### config.mk
export PLATFORM = sky130hd
export DESIGN_NAME = ts_pat_section_generator_top
export DESIGN_NICKNAME = d
export VERILOG_FILES = /design/src/hw/rtl/tspsg_pkg.sv /design/src/hw/rtl/ts_pat_section_generator_top.sv
export SDC_FILE = /design/constraint.sdc
export NUM_CORES = 1
export LEC_CHECK = 0
export BUFFER_PORTS_ARGS = -buffer_cell sky130_fd_sc_hd__buf_2
export CAP_MARGIN = 20
export CORE_ASPECT_RATIO = 2
export CORE_MARGIN = 5
export CORE_UTILIZATION = 30
export DETAILED_ROUTE_END_ITERATION = 10
export PLACE_DENSITY = 0.46
export SETUP_SLACK_MARGIN = 0.1
export SYNTH_ARGS = -nofsm -noshare
export SYNTH_HDL_FRONTEND = slang
export SYNTH_SLANG_ARGS = --single-unit
### constraint.sdc
create_clock -name i_clk -period 4.1 [get_ports i_clk]
set_clock_uncertainty 0.2 [all_clocks]
set_input_delay 0.41 -clock i_clk [delete_from_list [all_inputs] [get_ports i_clk]]
set_output_delay 0.41 -clock i_clk [all_outputs]
set_load 0.01 [all_outputs]
### src/hw/rtl/tspsg_pkg.sv
// ============================================================================
// tspsg_pkg - shared definitions for the transport stream PAT section source
// Constants for the PAT section layout and the CRC-32/MPEG-2 byte update.
// ============================================================================
package tspsg_pkg;

    localparam int unsigned PAYLOAD_BYTES_DEF = 183;

    localparam int unsigned PID_W   = 13;
    localparam int unsigned BYTE_W  = 8;
    localparam int unsigned CRC_W   = 32;

    localparam logic [PID_W-1:0]  PID_RESET = 13'd4096;
    localparam logic [CRC_W-1:0]  CRC_POLY  = 32'h04C1_1DB7;
    localparam logic [CRC_W-1:0]  CRC_INIT  = 32'hFFFF_FFFF;
    localparam logic [BYTE_W-1:0] STUFF     = 8'hFF;

    // section layout: header + program entry, then CRC, then stuffing
    localparam logic [BYTE_W-1:0] HDR_BYTES = 8'd12;
    localparam logic [BYTE_W-1:0] CRC_END   = 8'd16;

    // section header and program entry byte at position idx (0..11)
    function automatic logic [BYTE_W-1:0] header_byte(
        input logic [3:0]       idx,
        input logic [PID_W-1:0] pid
    );
        logic [BYTE_W-1:0] b;
        unique case (idx)
            4'd0:    b = 8'h00;                      // table id
            4'd1:    b = 8'hB0;                      // syntax, length hi
            4'd2:    b = 8'h0D;                      // section length
            4'd3:    b = 8'h00;                      // ts id hi
            4'd4:    b = 8'h01;                      // ts id lo
            4'd5:    b = 8'hC1;                      // version 0, current
            4'd6:    b = 8'h00;                      // section number
            4'd7:    b = 8'h00;                      // last section number
            4'd8:    b = 8'h00;                      // program number hi
            4'd9:    b = 8'h01;                      // program number lo
            4'd10:   b = {3'b111, pid[PID_W-1:8]};   // reserved, PID hi
            default: b = pid[7:0];                   // PID lo
        endcase
        return b;
    endfunction

    // one byte through the CRC-32/MPEG-2 register, MSB first
    function automatic logic [CRC_W-1:0] crc_byte(
        input logic [CRC_W-1:0]  crc_in,
        input logic [BYTE_W-1:0] data
    );
        logic [CRC_W-1:0] c;
        c = crc_in ^ {data, 24'd0};
        for (int b = 0; b < 8; b++) begin
            if (c[CRC_W-1]) begin
                c = {c[CRC_W-2:0], 1'b0} ^ CRC_POLY;
            end else begin
                c = {c[CRC_W-2:0], 1'b0};
            end
        end
        return c;
    endfunction

endpackage

### src/hw/rtl/ts_pat_section_generator_top.sv
// ============================================================================
// ts_pat_section_generator_top - MPEG-TS PAT payload byte source
// Emits a fixed-length PAT payload, one byte per request item, with a running
// CRC-32/MPEG-2 over the section bytes and 0xFF stuffing after the CRC.
// ============================================================================
//
//  channel | direction | handshake                 | payload
//  --------+-----------+---------------------------+---------------------------
//  in      | to block  | i_in_valid / o_in_stall   | i_restart
//  out     | from block| o_out_valid / i_out_stall | o_data_byte, o_byte_index,
//          |           |                           | o_last_byte
//  cfg     | to block  | i_cfg_we                  | i_cfg_data (PMT PID)
//
//  One request item in, one byte item out, in the cycle after it is taken;
//  one item per cycle unless out stalls; 8-step CRC XOR network into r_crc.
//  Reset (synchronous, active low) clears position to 0, CRC to all ones,
//  the PMT PID to 0x1000, and empties the output register.
//  A request is taken while the output register is empty or being drained,
//  so a stall on the out side stalls the in side in the same cycle.
//
module ts_pat_section_generator_top #(
    parameter int unsigned PAYLOAD_BYTES = tspsg_pkg::PAYLOAD_BYTES_DEF
) (
    input  logic                           i_clk,
    input  logic                           i_rst_n,
    // request channel
    input  logic                           i_in_valid,
    output logic                           o_in_stall,
    input  logic                           i_restart,
    // byte channel
    output logic                           o_out_valid,
    input  logic                           i_out_stall,
    output logic [tspsg_pkg::BYTE_W-1:0]   o_data_byte,
    output logic [tspsg_pkg::BYTE_W-1:0]   o_byte_index,
    output logic                           o_last_byte,
    // configuration
    input  logic                           i_cfg_we,
    input  logic [tspsg_pkg::PID_W-1:0]    i_cfg_data
);

    localparam logic [tspsg_pkg::BYTE_W-1:0] LAST_IDX = 8'(PAYLOAD_BYTES - 1);
    localparam logic [tspsg_pkg::BYTE_W-1:0] PAY_LEN  = 8'(PAYLOAD_BYTES);

    // state
    logic [tspsg_pkg::BYTE_W-1:0] r_pos,   n_pos;
    logic [tspsg_pkg::CRC_W-1:0]  r_crc,   n_crc;
    logic [tspsg_pkg::PID_W-1:0]  r_pid;
    // output register
    logic                         r_out_valid, n_out_valid;
    logic [tspsg_pkg::BYTE_W-1:0] r_data,  n_data;
    logic [tspsg_pkg::BYTE_W-1:0] r_index, n_index;
    logic                         r_last,  n_last;

    logic                         in_acc;
    logic [tspsg_pkg::BYTE_W-1:0] idx;
    logic [tspsg_pkg::CRC_W-1:0]  crc_base;
    logic [tspsg_pkg::BYTE_W-1:0] hdr;
    logic [tspsg_pkg::BYTE_W-1:0] crc_sel;

    assign o_in_stall = r_out_valid && i_out_stall;
    assign in_acc     = i_in_valid && !o_in_stall;

    // current position: restart or out-of-range both start a fresh payload
    assign idx = (i_restart || (r_pos >= PAY_LEN)) ? '0 : r_pos;

    // CRC reloads on byte 0
    assign crc_base = (idx == '0) ? tspsg_pkg::CRC_INIT : r_crc;
    assign hdr      = tspsg_pkg::header_byte(idx[3:0], r_pid);

    // CRC bytes out MSB first at positions 12..15
    always_comb begin
        unique case (idx[1:0])
            2'd0:    crc_sel = r_crc[31:24];
            2'd1:    crc_sel = r_crc[23:16];
            2'd2:    crc_sel = r_crc[15:8];
            default: crc_sel = r_crc[7:0];
        endcase
    end

    always_comb begin
        n_pos       = r_pos;
        n_crc       = r_crc;
        n_out_valid = r_out_valid && i_out_stall;
        n_data      = r_data;
        n_index     = r_index;
        n_last      = r_last;
        if (in_acc) begin
            n_out_valid = 1'b1;
            n_index     = idx;
            n_last      = (idx == LAST_IDX);
            n_pos       = (idx == LAST_IDX) ? '0 : idx + 8'd1;
            n_crc       = crc_base;
            priority if (idx < tspsg_pkg::HDR_BYTES) begin
                n_data = hdr;
                n_crc  = tspsg_pkg::crc_byte(crc_base, hdr);
            end else if (idx < tspsg_pkg::CRC_END) begin
                n_data = crc_sel;
            end else begin
                n_data = tspsg_pkg::STUFF;
            end
        end
    end

    always_ff @(posedge i_clk) begin
        if (!i_rst_n) begin
            r_pos       <= '0;
            r_crc       <= tspsg_pkg::CRC_INIT;
            r_pid       <= tspsg_pkg::PID_RESET;
            r_out_valid <= 1'b0;
        end else begin
            r_pos       <= n_pos;
            r_crc       <= n_crc;
            r_out_valid <= n_out_valid;
            if (i_cfg_we) begin
                r_pid <= i_cfg_data;
            end
        end
    end

    // payload side of the output register, no reset
    always_ff @(posedge i_clk) begin
        r_data  <= n_data;
        r_index <= n_index;
        r_last  <= n_last;
    end

    assign o_out_valid  = r_out_valid;
    assign o_data_byte  = r_data;
    assign o_byte_index = r_index;
    assign o_last_byte  = r_last;

`ifndef SYNTHESIS
    a_pos_range: assert property (@(posedge i_clk) disable iff (!i_rst_n)
        r_pos < PAY_LEN)
        else $error("position beyond payload");

    a_last_idx: assert property (@(posedge i_clk) disable iff (!i_rst_n)
        o_out_valid && o_last_byte |-> o_byte_index == LAST_IDX)
        else $error("last flag on wrong index");

    a_restart: assert property (@(posedge i_clk) disable iff (!i_rst_n)
        in_acc && i_restart |=> o_out_valid && o_byte_index == '0)
        else $error("restart did not emit byte 0");

    a_crc_reload: assert property (@(posedge i_clk) disable iff (!i_rst_n)
        in_acc && idx == '0 |=>
            r_crc == tspsg_pkg::crc_byte(tspsg_pkg::CRC_INIT, 8'h00))
        else $error("CRC not reloaded at payload start");
`endif

endmodule
; ---- Word-level counts from Yosys, hierarchy flattened
; Cells that the tools add are included.
[totals]
regBits = 71
output_inout_bits = 19
inputBits = 19
[op_classes]
add_sub_neg = 1
mux = 31
n_reduce_logical = 9
n_eq_ne = 13
order_cmp = 3
n_bitwise = 9
[ops]
columns = operator, count
row1 = two-way mux 32 bit, 16
row2 = two-way mux 27 bit, 8
row3 = inverter 14 bit, 8
row4 = one-hot mux 8 bit (6 select lines), 1
row5 = two-way mux 8 bit, 4
row6 = XOR 32 bit, 1
row7 = one-hot mux 8 bit (3 select lines), 1
row8 = == test 4 x 3 -> 1 bit (second input constant), 4
row9 = == test 4 bit (second input constant), 3
row10 = adder 8 x 1 -> 8 bit (second input constant), 1
row11 = == test 4 x 2 -> 1 bit (second input constant), 2
row12 = == test 8 bit (second input constant), 1
row13 = greater-or-equal comparator 8 bit (second input constant), 1
row14 = zero test 8 bit, 1
row15 = less-than comparator 8 x 4 -> 1 bit (second input constant), 1
row16 = less-than comparator 8 x 5 -> 1 bit (second input constant), 1
row17 = OR reduction 5 bit, 1
row18 = == test 4 x 1 -> 1 bit (second input constant), 1
row19 = zero test 4 bit, 1
row20 = == test 2 x 1 -> 1 bit (second input constant), 1
row21 = == test 2 bit (second input constant), 1
row22 = logical AND 1 bit, 2
row23 = zero test 2 bit, 1
row24 = OR reduction 2 bit, 1
row25 = 3 further kinds, 3

; ---- Logic depth before layout (Yosys ltp)
; Gate-level depths: netlist (run 1).
[logic_depth]
depth_word = 38
ltp_mapped = 16
mapped_depth_nobuf = 14

; ---- Least setup slack after synthesis (run 1)
; No wires, ideal clock.
[synth_path]
path_kind = register -> register
start = register r_pos[7] (netlist name)
end = register r_crc[12] (netlist name)
t_required_ps = 3826
t_arrival_ps = 4000
path_stages_with_launch = 16
setup_time_ps = 74
period_less_slack_ps = 4274
path_slack_ps = -174
cell_sequence = dfxtp_1 buf_2 nand4b_4 o21a_1 nand2_1 inv_1 ha_1 and2_1 a222oi_1 o221ai_2 o31a_1 xnor2_2 xnor2_2 xnor3_2 xnor3_1 o211ai_2
[synth_via]
elab_chain_len = 35
[synth_rtl]
columns = item, line_no
row1 = "start, declared", ts_pat_section_generator_top.sv:45  ; logic [tspsg_pkg::BYTE_W-1:0] r_pos, n_pos;
row2 = "start signal, assigned", ts_pat_section_generator_top.sv:111  ; r_pos <= n_pos;
row3 = greater-or-equal comparator 8 bit *, ts_pat_section_generator_top.sv:64  ; assign idx = (i_restart || (r_pos >= PAY_LEN)) ? '0 : r_pos;
row4 = logical OR 1 bit *, ts_pat_section_generator_top.sv:64
row5 = two-way mux 8 bit *, ts_pat_section_generator_top.sv:64
row6 = via idx (one bit), ts_pat_section_generator_top.sv:55  ; logic [tspsg_pkg::BYTE_W-1:0] idx;
row7 = "== test 4 bit, or another cell as far along", tspsg_pkg.sv:28  ; unique case (idx)
row8 = "OR reduction 5 bit (no line), or another cell as far along", --
row9 = one-hot mux 8 bit (6 select lines) / XOR 32 bit (equally long branches), "tspsg_pkg.sv:28, tspsg_pkg.sv:51"
row10 = XOR 32 bit / inverter 14 bit (equally long branches), --
row11 = (+20 left out), --
row12 = two-way mux 32 bit, ts_pat_section_generator_top.sv:87  ; if (in_acc) begin
row13 = inverter 14 bit (no line), --
row14 = two-way mux 27 bit, tspsg_pkg.sv:53  ; if (c[CRC_W-1]) begin
row15 = two-way mux 32 bit, ts_pat_section_generator_top.sv:93  ; priority if (idx < tspsg_pkg::HDR_BYTES) begin
row16 = two-way mux 32 bit, ts_pat_section_generator_top.sv:87
row17 = inverter 14 bit (no line), --
row18 = two-way mux 27 bit, tspsg_pkg.sv:53
row19 = two-way mux 32 bit *, ts_pat_section_generator_top.sv:93
row20 = "end signal, assigned", ts_pat_section_generator_top.sv:107  ; r_crc <= tspsg_pkg::CRC_INIT;
row21 = "end signal, assigned", ts_pat_section_generator_top.sv:112  ; r_crc <= n_crc;
row22 = "end, declared", ts_pat_section_generator_top.sv:46  ; logic [tspsg_pkg::CRC_W-1:0] r_crc, n_crc;
; Mark *: on every way through the listed nets, which the timed path passes. The rest lies on a longest branch. The select of a mux whose other input is x is not followed.
; A chain may end at the register's enable or synchronous reset.

; ---- Worst setup path after layout (run 1)
[layout_path]
start = register r_pos[2] (netlist name)
end = register r_crc[27] (netlist name)
[layout_via]
elab_chain_len = 31
[layout_rtl]
columns = item, line_no
row1 = greater-or-equal comparator 8 bit *, ts_pat_section_generator_top.sv:64
row2 = logical OR 1 bit *, ts_pat_section_generator_top.sv:64
row3 = two-way mux 8 bit *, ts_pat_section_generator_top.sv:64
row4 = via idx (one bit), ts_pat_section_generator_top.sv:55
row5 = "parallel branches: the longest is 27 deep, another holds XOR 32 bit", --
row6 = two-way mux 32 bit *, ts_pat_section_generator_top.sv:93
; Mark *: on every way through the listed nets, which the timed path passes. The select of a mux whose other input is x is not followed.

==> results.md, run 1 <==
* DR DRC count at 0
* Pwr dens at around 350 mW/mm^2
* Peak VDD IR at 0.223 mV
* Failing checks: setup timing
* Max-Cap Viols at 0
* Num CTS Buffers at 9
* P_leak at between 2 and 2.5 nW
* CP max-delay cell: xnor3_1
* Layout cell share with drive strength beyond 1 at 0.325
* Maximum fanout along the worst path at 4
* Area of the core at between 0.01 and 0.015 mm^2
* N_diodes at 0
* Endpoint class of the critical path: register
* IO Count at 38
* Fmax at ~240 MHz
* Top FF cell, synth: dfxtp_1
* Die height at roughly 180 um
* Place WS at -0.417 ns
* # rows at 62
* Post-synth top area share at 0.247
* Syn Nets at about 500
* GRT Util Overall at 0.185
* Mean post-synth cell area at between 9 and 10 um^2
* Initial antenna violation count at 0
* Nets at 595
* Bufs and invs on worst path at 2
* Largest net degree at the start of global routing at between 40 and 50
* Ranking of synthesized cells by area: dfxtp_1 25%, edfxtp_1 12%, xnor2_1 6.2%, nand2_1 4.5%, nor2_1 4.5%
* CTS tree: done
* Routed wire length at about 15,000 um
* Gr ovfl total at 0
* EDFF count, synth at 17
* Worst min-delay path class: in2reg
* Detailed placer's ending HPWL at about 12,000 um
* Clk buf depth at 2
* Worst Tran Pin Value at 0.954 ns
* Setup TNS at -0.0222 ns
* Final Hold Fails at 0
* Wire length per cell at roughly 20 um
* Vias in the first global route at 4,154
* Mapped Cells at 472
* Post-DRT Antenna Nets at 0
* Worst setup margin at -0.0222 ns
* Hold buffers post-CTS at 0
* Synthesized area at ~0.0044 mm^2
* Area Overhead vs Synth at 35.4%
* Max-Slew Margin vs Limit at 0.362
* Clock-pin transition on the worst setup and hold timing paths at 0.06 ns
* Crit path arrival time at 4.15 ns
* CP peak stage delay at 0.47 ns
* Seq/Total Area, Yosys at 0.363
* PnR Total Power at around 0.0021 W
* # setup viols final at 1
* Period utilization at 1.01
* Req. time, crit path at between 4 and 5 ns
* Unrepaired setup endpoints after global routing: yes
* Initial Util at 0.305
* DR iter-0 viols at 261
* Filler cells at roughly 1,400
* Root buffer cell: clkbuf_16
* Die W at 95.5 um
* Die area at between 0.015 and 0.02 mm^2
* Routed vias at 3,940
* Ys Warns at 0
* Post-DR vias/cell at a little over 5
* Global-route wire length before repair at between 20,000 and 25,000 um
* Largest area contributor in the netlist: dfxtp_1
* Clock sinks at 71
* Max Slew Vio Count at 0
* Async SR Flop Fraction at 0
* Post-route minimum period at ~4 ns
* Gpl congestion at roughly 0.86
* 1st-pass router iterations at 5
* Critical Path Most Common Cell: buf_4
* Number of H-tree levels at 3
* CP Class: reg2reg
* CP Cell Sequence: a31oi_4, o21a_4, and2_4, ha_1, nor4bb_2, o21ai_0, o211ai_1, buf_4, nor3_4, a221o_2, buf_4, xnor2_4, xnor3_1, or3_1, o311a_1
* Worst-skew pair later-pin latency at about 0.34 ns
* #FFs+latches synth at a little over 70
* Crit path max-delay family: compound AO/OA/AOI/OAI gates
* CP startpoint kind: register
* Outcome: complete, but fails checks
* Cell variety after synth at 64
* IO buf count at 37
==> flip-flops by register name, summed over array words and instances, names as in the netlist <==
register      cells
o_data_byte       8
r_pos             8
o_last_byte       1
o_out_valid       1
r_pid            13
r_crc            32
o_byte_index      8
==> Yosys cell counts (4+ instances only) <==
cell type,number
dfxtp_1,54
nand2_1,52
nor2_1,52
xnor2_1,31
o211ai_1,25
clkbuf_1,22
edfxtp_1,17
inv_1,17
o21ai_0,17
nand3_1,16
a21oi_1,15
mux2i_1,14
xor2_1,14
nor2b_1,12
or3_1,10
a222oi_1,9
o311a_1,9
and2_1,7
xnor3_1,6
ha_1,5
buf_2,4
nor4_1,4
xnor2_2,4
==> layer usage <==
layer	wire (um)	global-route usage	up-vias
met5	0	0	-
met4	980	0.121	0
met3	474	0.0296	46
met2	8630	0.349	117
met1	4990	0.176	1901
li1	-	-	1876
==> through the flow <==
stage          hold WS [ns]   util  cell area, um^2  std cells
2_1_floorplan         0.242      -             4520        472
3_3_place_gp          0.288  0.367             5270        732
3_5_place_dp          0.281  0.367             5270        732
4_1_cts              0.0873  0.407             5840        765
5_1_grt              0.0924  0.414             5940        768
6_report             0.0965  0.414             5940        768
==> worst register-to-register path, cell delays in order (launching register included) <==
cell and delay (ns):
dfxtp_2 0.33, a31oi_4 0.23, o21a_4 0.19, and2_4 0.17
ha_1 0.29, nor4bb_2 0.37, o21ai_0 0.19, o211ai_1 0.12
buf_4 0.19, nor3_4 0.07, a221o_2 0.37, buf_4 0.17
xnor2_4 0.16, xnor3_1 0.47, or3_1 0.37, o311a_1 0.12
==> cells by family (layout without fill, tap and decap cells) <==
family | after synthesis | count (layout) | share of synthesized area
mux | 14 | 14 | 0.0320
flops | 71 | 71 | 0.363
fa+ha+maj | 5 | 5 | 0.0143
compound gates | 104 | 104 | 0.189
simple gates | 167 | 167 | 0.181
buf+inv | 49 | 153 | 0.0465
xor+xnor | 62 | 62 | 0.174
==> final timing paths <==
path	start	endpoint	slack [ns]	cells past startpoint
hold / removal	i_cfg_data[12]	r_pid[12]	0.1	3
setup reg to reg	r_pos[2]	r_crc[27]	-0.02	15
hold reg to reg	r_pid[12]	r_pid[12]	0.29	2
setup / recovery	r_pos[2]	r_crc[27]	-0.02	15
==> cell type report <==
type | instances | area [um^2] | share of cell area
multi-input combinational | 352 | 2880 | 0.486
clock buffer | 9 | 225 | 0.0379
sequential | 71 | 1600 | 0.270
inverter | 19 | 73.8 | 0.0124
timing repair buffer | 118 | 837 | 0.141
tap | 192 | 240 | 0.0405
clock inverter | 7 | 73.8 | 0.0124
==> power breakdown <==
part           internal (W)  switching, W
Clock              0.000472      0.000323
Combinational      0.000235      0.000238
Sequential         0.000772     0.0000482
==> timing repair <==
item | CTS | global route
pin swaps | 18 | 14
gates resized for setup | 22 | 15
buffers inserted | 17 | 3
setup endpoints to repair | 21 | 22
==> cells in the final DEF, fill, tap and decap left out, types with 4 or more instances in the layout <==
| master | Yosys | final |
|---|---|---|
| clkbuf_16 | 0 | 9 |
| o21ai_0 | 17 | 17 |
| nand2_1 | 52 | 51 |
| buf_4 | 2 | 74 |
| nor2_1 | 52 | 52 |
| buf_6 | 1 | 5 |
| edfxtp_1 | 17 | 17 |
| xnor2_2 | 4 | 6 |
| xnor3_1 | 6 | 5 |
| xor2_4 | 1 | 4 |
| xor2_1 | 14 | 12 |
| and2_1 | 7 | 5 |
| or3_1 | 10 | 10 |
| xnor2_1 | 31 | 26 |
| dfxtp_1 | 54 | 49 |
| nand3_1 | 16 | 16 |
| mux2i_1 | 14 | 14 |
| buf_2 | 4 | 37 |
| o211ai_1 | 25 | 25 |
| inv_1 | 17 | 15 |
| xnor2_4 | 1 | 4 |
| nor2b_1 | 12 | 12 |
| a222oi_1 | 9 | 9 |
| o311a_1 | 9 | 9 |
| a21oi_1 | 15 | 13 |
Note: power is estimated with default switching activity, not from simulation.
==> inputs of run 2 (changes only) <==
- BUFFER_PORTS_ARGS: -buffer_cell sky130_fd_sc_hd__buf_2 -> unset
- DONT_BUFFER_PORTS: unset -> 1
- PLACE_DENSITY: 0.46 -> 0.43
- clock period: 4.1 -> 5.1 ns (I/O delays scaled with it)
==> run 2 against run 1 <==
- the run now ends clean
- sequential cell count unchanged
- largest power group is now the clock network
- setup slack improved by 0.31 ns
- non-clock buffer count decreased by 93
- design area decreased by 15%
- largest cell class unchanged
- critical path type unchanged
==> results.md, run 2 (synthesis results as in run 1) <==
* DR iter-0 viols at 228 (was 261)
* 1st-pass router iterations at 5 (unchanged)
* Crit path arrival time at 4.83 ns (was 4.15 ns)
* CP peak stage delay at 0.56 ns (was 0.47 ns)
* Most flop-heavy register: r_crc (unchanged)
* Most frequent cells in the layout: 52 x nand2_1, 52 x nor2_1, 51 x dfxtp_1 (was 74 x buf_4, 52 x nor2_1, 51 x nand2_1)
* CTS tree: done (unchanged)
* Gpl congestion at 0.889 (was 0.862)
* Crit path max-delay family: compound AO/OA/AOI/OAI gates (unchanged)
* P_leak at 1.97 nW (was 2.47 nW)
* PnR Total Power at 0.00164 W (was 0.00209 W)
* Post-route minimum period at 4.81 ns (was 4.12 ns)
* Area Overhead vs Synth at 14.5% (was 35.4%)
* Initial Util at 0.305 (unchanged)
* Fmax at 208 MHz (was 243 MHz)
* Largest net degree at the start of global routing at 45 (was 44)
* Num CTS Buffers at 9 (unchanged)
* Period utilization at 0.943 (was 1.01)
* Hold Startpoint: i_rst_n (was i_cfg_data[12])
* Vias in the first global route at 3,742 (was 4,154)
* R2r startpoint: r_pos[5] (was r_pos[2])
* Maximum fanout along the worst path at 9 (was 4)
* Final hold slack at 0.0388 ns (was 0.0965 ns)
* Endpoint class of the critical path: register (unchanged)
* GRT Util Overall at 0.170 (was 0.185)
* Detailed placer's ending HPWL at 10,700 um (was 11,500 um)
* Post-DRT Antenna Nets at 0 (unchanged)
* CP max-delay cell: o41ai_2 (was xnor3_1)
* Peak VDD IR at 0.136 mV (was 0.223 mV)
* Die height at 181 um (unchanged)
* N_diodes at 0 (unchanged)
* Routed vias at 3,585 (was 3,940)
* Gr ovfl total at 0 (unchanged)
* Levels on crit path at 14 (was 15)
* Max-Cap Viols at 0 (unchanged)
* Routed wire length at 14,200 um (was 15,100 um)
* Die W at 95.5 um (unchanged)
* Max Slew Vio Count at 0 (unchanged)
* Worst Tran Pin Value at 0.872 ns (was 0.954 ns)
* Grt met3 use at 0.0258 (was 0.0296)
* Worst Hold End: r_pid[12] (unchanged)
* Max-Slew Margin vs Limit at 0.416 (was 0.362)
* Area of the core at 0.0144 mm^2 (unchanged)
* Place WS at 0.226 ns (was -0.417 ns)
* Met2 GRT Util at 0.326 (was 0.349)
* IO buf count at 0 (was 37)
* Number of H-tree levels at 3 (unchanged)
* # rows at 62 (unchanged)
* Hold buffers post-CTS at 0 (unchanged)
* Clock-pin transition on the worst setup and hold timing paths at 0.06 ns (about the same)
* Worst min-delay path class: in2reg (unchanged)
* Reg2reg setup slack at 0.29 ns (was -0.02 ns)
* Worst setup margin at 0.291 ns (was -0.0222 ns)
* Final Hold Fails at 0 (unchanged)
* Global-route wire length before repair at 21,700 um (was 23,500 um)
* GRT busiest layer: met2 (unchanged)
* DR DRC count at 0 (unchanged)
* Worst hold path depth at 1 (was 3)
* Pwr dens at 327 mW/mm^2 (was 352 mW/mm^2)
* Layout cell share with drive strength beyond 1 at 0.135 (was 0.325)
* Setup TNS at 0 ns (was -0.0222 ns)
* CP startpoint kind: register (unchanged)
* Bufs and invs on worst path at 1 (was 2)
* Root buffer cell: clkbuf_16 (unchanged)
* Post-DR vias/cell at 5.31 (was 5.13)
* Wire length per cell at 21.1 um (was 19.6 um)
* Clock sinks at 71 (unchanged)
* Cell depth of the worst flop-to-flop path at 14 (was 15)
* Unrepaired setup endpoints after global routing: no (was yes)
* CP Class: reg2reg (unchanged)
* Filler cells at 1,489 (was 1,434)
* # setup viols final at 0 (was 1)
* Largest register FFs at 32 (unchanged)
* Worst-skew pair later-pin latency at 0.34 ns (about the same)
* Outcome: completed (was complete, but fails checks)
* RR Endpoint: r_crc[13] (was r_crc[27])
* M1 GR Usage at 0.160 (was 0.176)
* Fin util at 0.350 (was 0.414)
* Biggest regs: r_crc: 32 flops, r_pid: 13 flops (unchanged)
* Clk buf depth at 2 (unchanged)
* CP Cell Sequence: nand4b_4, o21a_1, nand2_1, inv_1, ha_1, and2_1, a222oi_1, o221ai_2, o41ai_2, xnor2_2, xnor2_4, xnor3_1, or3_1, o311a_1 (was a31oi_4, o21a_4, and2_4, ha_1, nor4bb_2, o21ai_0, o211ai_1, buf_4, nor3_4, a221o_2, buf_4, xnor2_4, xnor3_1, or3_1, o311a_1)
* Nets at 502 (was 595)
* Initial antenna violation count at 0 (unchanged)
* Req. time, crit path at 5.12 ns (was 4.13 ns)
* IO Count at 38 (unchanged)
* Die area at 0.0173 mm^2 (unchanged)
[run 2: cell types whose count changed in the layout (fill, tap and decap cells not counted), moves of 3 or more]
cell,before,now
buf_2,37,0
buf_4,74,25
xor2_4,4,1
clkinv_4,3,0
buf_6,5,0
xnor2_1,26,30
[run 2: what timing repair did]
item / 4_1_cts / 5_1_grt
gates resized for setup: 0 / 5
setup endpoints to repair: 0 / 5
buffers inserted: 0 / 4
[run 2: how the worst max path moves through the flow]
| stage | start | end |
|---|---|---|
| 2_1_floorplan | r_pos[7] | r_crc[12] |
| 3_3_place_gp | r_pos[7] | r_crc[10] |
| 3_5_place_dp | r_pos[4] | r_crc[27] |
| 4_1_cts | r_pos[4] | r_crc[27] |
| 5_1_grt | r_pos[5] | r_crc[13] |
| 6_report | r_pos[5] | r_crc[13] |
[run 2: final cells by class]
| class | instances | area [um^2] | share of cell area |
|---|---|---|---|
| clock buffers | 10 | 229 | 0.0456 |
| multi-input cells | 352 | 2610 | 0.520 |
| well taps | 192 | 240 | 0.0479 |
| inverters | 19 | 71.3 | 0.0142 |
| clock inverters | 6 | 85.1 | 0.0170 |
| repair buffers | 25 | 188 | 0.0374 |
| flip-flops and latches | 71 | 1600 | 0.318 |
[run 2: worst reg2reg max path: cells and delay by family, from the launching register on]
| family | cells | cell delay [ns] |
|---|---|---|
| adder cells (fa/ha/maj) | 1 | 0.28 |
| AO/OA/AOI/OAI | 5 | 1.55 |
| XOR/XNOR | 3 | 1.05 |
| flip-flops | 1 | 0.53 |
| buffers and inverters | 1 | 0.15 |
| AND/OR/NAND/NOR | 4 | 0.94 |
[run 2: through the flow]
| stage | std cells | cell area (um^2) |
|---|---|---|
| 6_report | 675 | 5020 |
| 5_1_grt | 675 | 5020 |
| 4_1_cts | 671 | 4970 |
| 3_5_place_dp | 655 | 4650 |
| 3_3_place_gp | 655 | 4650 |
| 2_1_floorplan | 472 | 4380 |
[run 2: metal layers]
metal  vias to the layer above  part of all wire
met4                         0             0.056
met3                        46             0.034
met5                         -                 0
met2                       135              0.57
li1                       1699                 -
met1                      1705              0.34
[run 2: where the power goes]
| group | switching [W] | leakage (nW) | internal, W |
|---|---|---|---|
| logic | 0.000153 | 1.20 | 0.000139 |
| clock network | 0.000258 | 0.148 | 0.000427 |
| registers | 0.0000419 | 0.619 | 0.000622 |
==> inputs of run 3 (changes only) <==
- CTS_BUF_LIST: unset -> sky130_fd_sc_hd__clkbuf_4 sky130_fd_sc_hd__clkbuf_8
==> run 3 against run 2 <==
- count of clock-buffer cells in the layout stayed put
- sequential power is essentially flat
- global-route usage about the same
- critical endpoint unchanged
- largest cell class unchanged
==> results.md, run 3 (synthesis results as in run 1) <==
* Routed vias at 3,531 (was 3,585)
* Detailed placer's ending HPWL at 10,700 um (unchanged)
* Clk buf depth at 2 (unchanged)
* Post-route minimum period at 4.77 ns (was 4.81 ns)
* Peak VDD IR at 0.116 mV (was 0.136 mV)
* Unrepaired setup endpoints after global routing: no (unchanged)
* Number of H-tree levels at 3 (unchanged)
* Combinational power share at 0.198 (was 0.178)
* Vias in the first global route at 3,737 (was 3,742)
* Die W at 95.5 um (unchanged)
* Maximum fanout along the worst path at 9 (unchanged)
* R2r startpoint: r_pos[5] (unchanged)
* 1st-pass router iterations at 4 (was 5)
* Design Area, Final at 0.00492 mm^2 (was 0.00502 mm^2)
* Most flop-heavy register: r_crc (unchanged)
* Gpl congestion at 0.889 (unchanged)
* Pwr dens at 299 mW/mm^2 (was 327 mW/mm^2)
* Layout cell share with drive strength beyond 1 at 0.137 (was 0.135)
* Outcome: completed (unchanged)
* Worst Tran Pin Value at 0.864 ns (was 0.872 ns)
* IO Count at 38 (unchanged)
* Max-Cap Viols at 0 (unchanged)
* Root buffer cell: clkbuf_8 (was clkbuf_16)
* Biggest regs: r_crc: 32 flops, r_pid: 13 flops (unchanged)
* Num CTS Buffers at 9 (unchanged)
* CTS tree: done (unchanged)
* CP Class: reg2reg (unchanged)
* Area Overhead vs Synth at 12.3% (was 14.5%)
* Worst-skew pair later-pin latency at 0.36 ns (was 0.34 ns)
* Routed wire length at 14,100 um (was 14,200 um)
* Hold buffers post-CTS at 0 (unchanged)
* Largest net degree at the start of global routing at 45 (unchanged)
* DR iter-0 viols at 221 (was 228)
* Die area at 0.0173 mm^2 (unchanged)
* # rows at 62 (unchanged)
* Filler cells at 1,496 (was 1,489)
* N_diodes at 0 (unchanged)
* Worst min-delay path class: in2reg (unchanged)
* Dpl cell area at 0.00465 mm^2 (unchanged)
* IO buf count at 0 (unchanged)
* Clock-pin transition on the worst setup and hold timing paths at 0.08 ns (was 0.06 ns)
* Req. time, crit path at 5.15 ns (was 5.12 ns)
* Initial Util at 0.305 (unchanged)
* # setup viols final at 0 (unchanged)
* Crit path arrival time at 4.82 ns (was 4.83 ns)
* Setup TNS at 0 ns (unchanged)
* Clock sinks at 71 (unchanged)
* Sequential share of power at 0.451 (was 0.405)
* Initial antenna violation count at 0 (unchanged)
* Endpoint class of the critical path: register (unchanged)
* Hold Startpoint: i_rst_n (unchanged)
* Fmax at 209 MHz (was 208 MHz)
* Max-Slew Margin vs Limit at 0.421 (was 0.416)
* Post-DR vias/cell at 5.23 (was 5.31)
* Global-route wire length before repair at 21,700 um (about the same)
* Largest register FFs at 32 (unchanged)
* P_leak at 1.92 nW (was 1.97 nW)
* Final Hold Fails at 0 (unchanged)
* GRT Util Overall at 0.170 (about the same)
* Nets at 502 (unchanged)
* Pint at 0.00104 W (was 0.00119 W)
* Post-DRT Antenna Nets at 0 (unchanged)
* CP Launch Point: r_pos[5] (unchanged)
* Clock network power share at 0.351 (was 0.417)
* Area of the core at 0.0144 mm^2 (unchanged)
* Post-placement cell count at 655 (unchanged)
* Sw Pwr at 0.000431 W (was 0.000452 W)
* Most frequent cells in the layout: 52 x nand2_1, 52 x nor2_1, 51 x dfxtp_1 (unchanged)
* Period utilization at 0.936 (was 0.943)
* Post-Layout Cell Count at 675 (unchanged)
* Final hold slack at 0.0134 ns (was 0.0388 ns)
* Die height at 181 um (unchanged)
* DR DRC count at 0 (unchanged)
* Gr ovfl total at 0 (unchanged)
* CP startpoint kind: register (unchanged)
* Wire length per cell at 20.9 um (was 21.1 um)
* Max Slew Vio Count at 0 (unchanged)
* Switching Share at 0.293 (was 0.276)
[run 3: critical path: stages, from the launching register on]
cell and delay [ns]:
dfxtp_1 0.53, nand4b_4 0.23, o21a_1 0.27, nand2_1 0.16
inv_1 0.14, ha_1 0.28, and2_1 0.18, a222oi_1 0.32
o221ai_2 0.28, o41ai_2 0.55, xnor2_2 0.37, xnor2_4 0.36
xnor3_1 0.31, or3_1 0.36, o311a_1 0.11
[run 3: routing by layer]
layer | up-vias | GRT usage | routed length, um
met4 | 0 | 0.108 | 846
li1 | 1699 | - | -
met5 | - | 0 | 0
met1 | 1670 | 0.159 | 4830
met2 | 115 | 0.324 | 8000
met3 | 47 | 0.0296 | 402
[run 3: power groups by stage]
stage	combinational, W	sequential [W]	clock [W]
final	0.000292	0.000663	0.000516
after global routing	0.000317	0.000669	0.000553
after CTS	0.000288	0.000664	0.000531
after detailed placement	0.000287	0.000677	0
after global placement	0.000285	0.000677	0
after floorplan	0.000220	0.000660	0
[run 3: worst paths after layout]
path / end / slack (ns) / cells past startpoint
worst min register to register: r_crc[15] / 0.31 / 2
worst max register to register: r_crc[13] / 0.33 / 14
worst min-delay path: r_pid[12] / 0.01 / 1
worst max-delay path: r_crc[13] / 0.33 / 14
[run 3: area by class of cell]
type                            instances  area, um^2  share of cell area
Sequential cell                        71        1600               0.324
Clock inverter                          6        85.1              0.0173
Tap cell                              192         240              0.0488
Multi-Input combinational cell        352        2610               0.530
Inverter                               19        71.3              0.0145
Timing Repair Buffer                   25         188              0.0381
Clock buffer                           10         131              0.0267
[run 3: what timing repair did]
action	4_1_cts	5_1_grt
setup buffers	0	4
gates resized for setup	0	5
setup endpoints to repair	0	5
[run 3: stage by stage]
step	util	power, W	worst slack [ns]
after floorplan	-	0.000880	0.826
after global placement	0.324	0.000962	0.307
after detailed placement	0.324	0.000964	0.226
after CTS	0.339	0.00148	0.174
after global routing	0.343	0.00154	0.113
final	0.343	0.00147	0.326
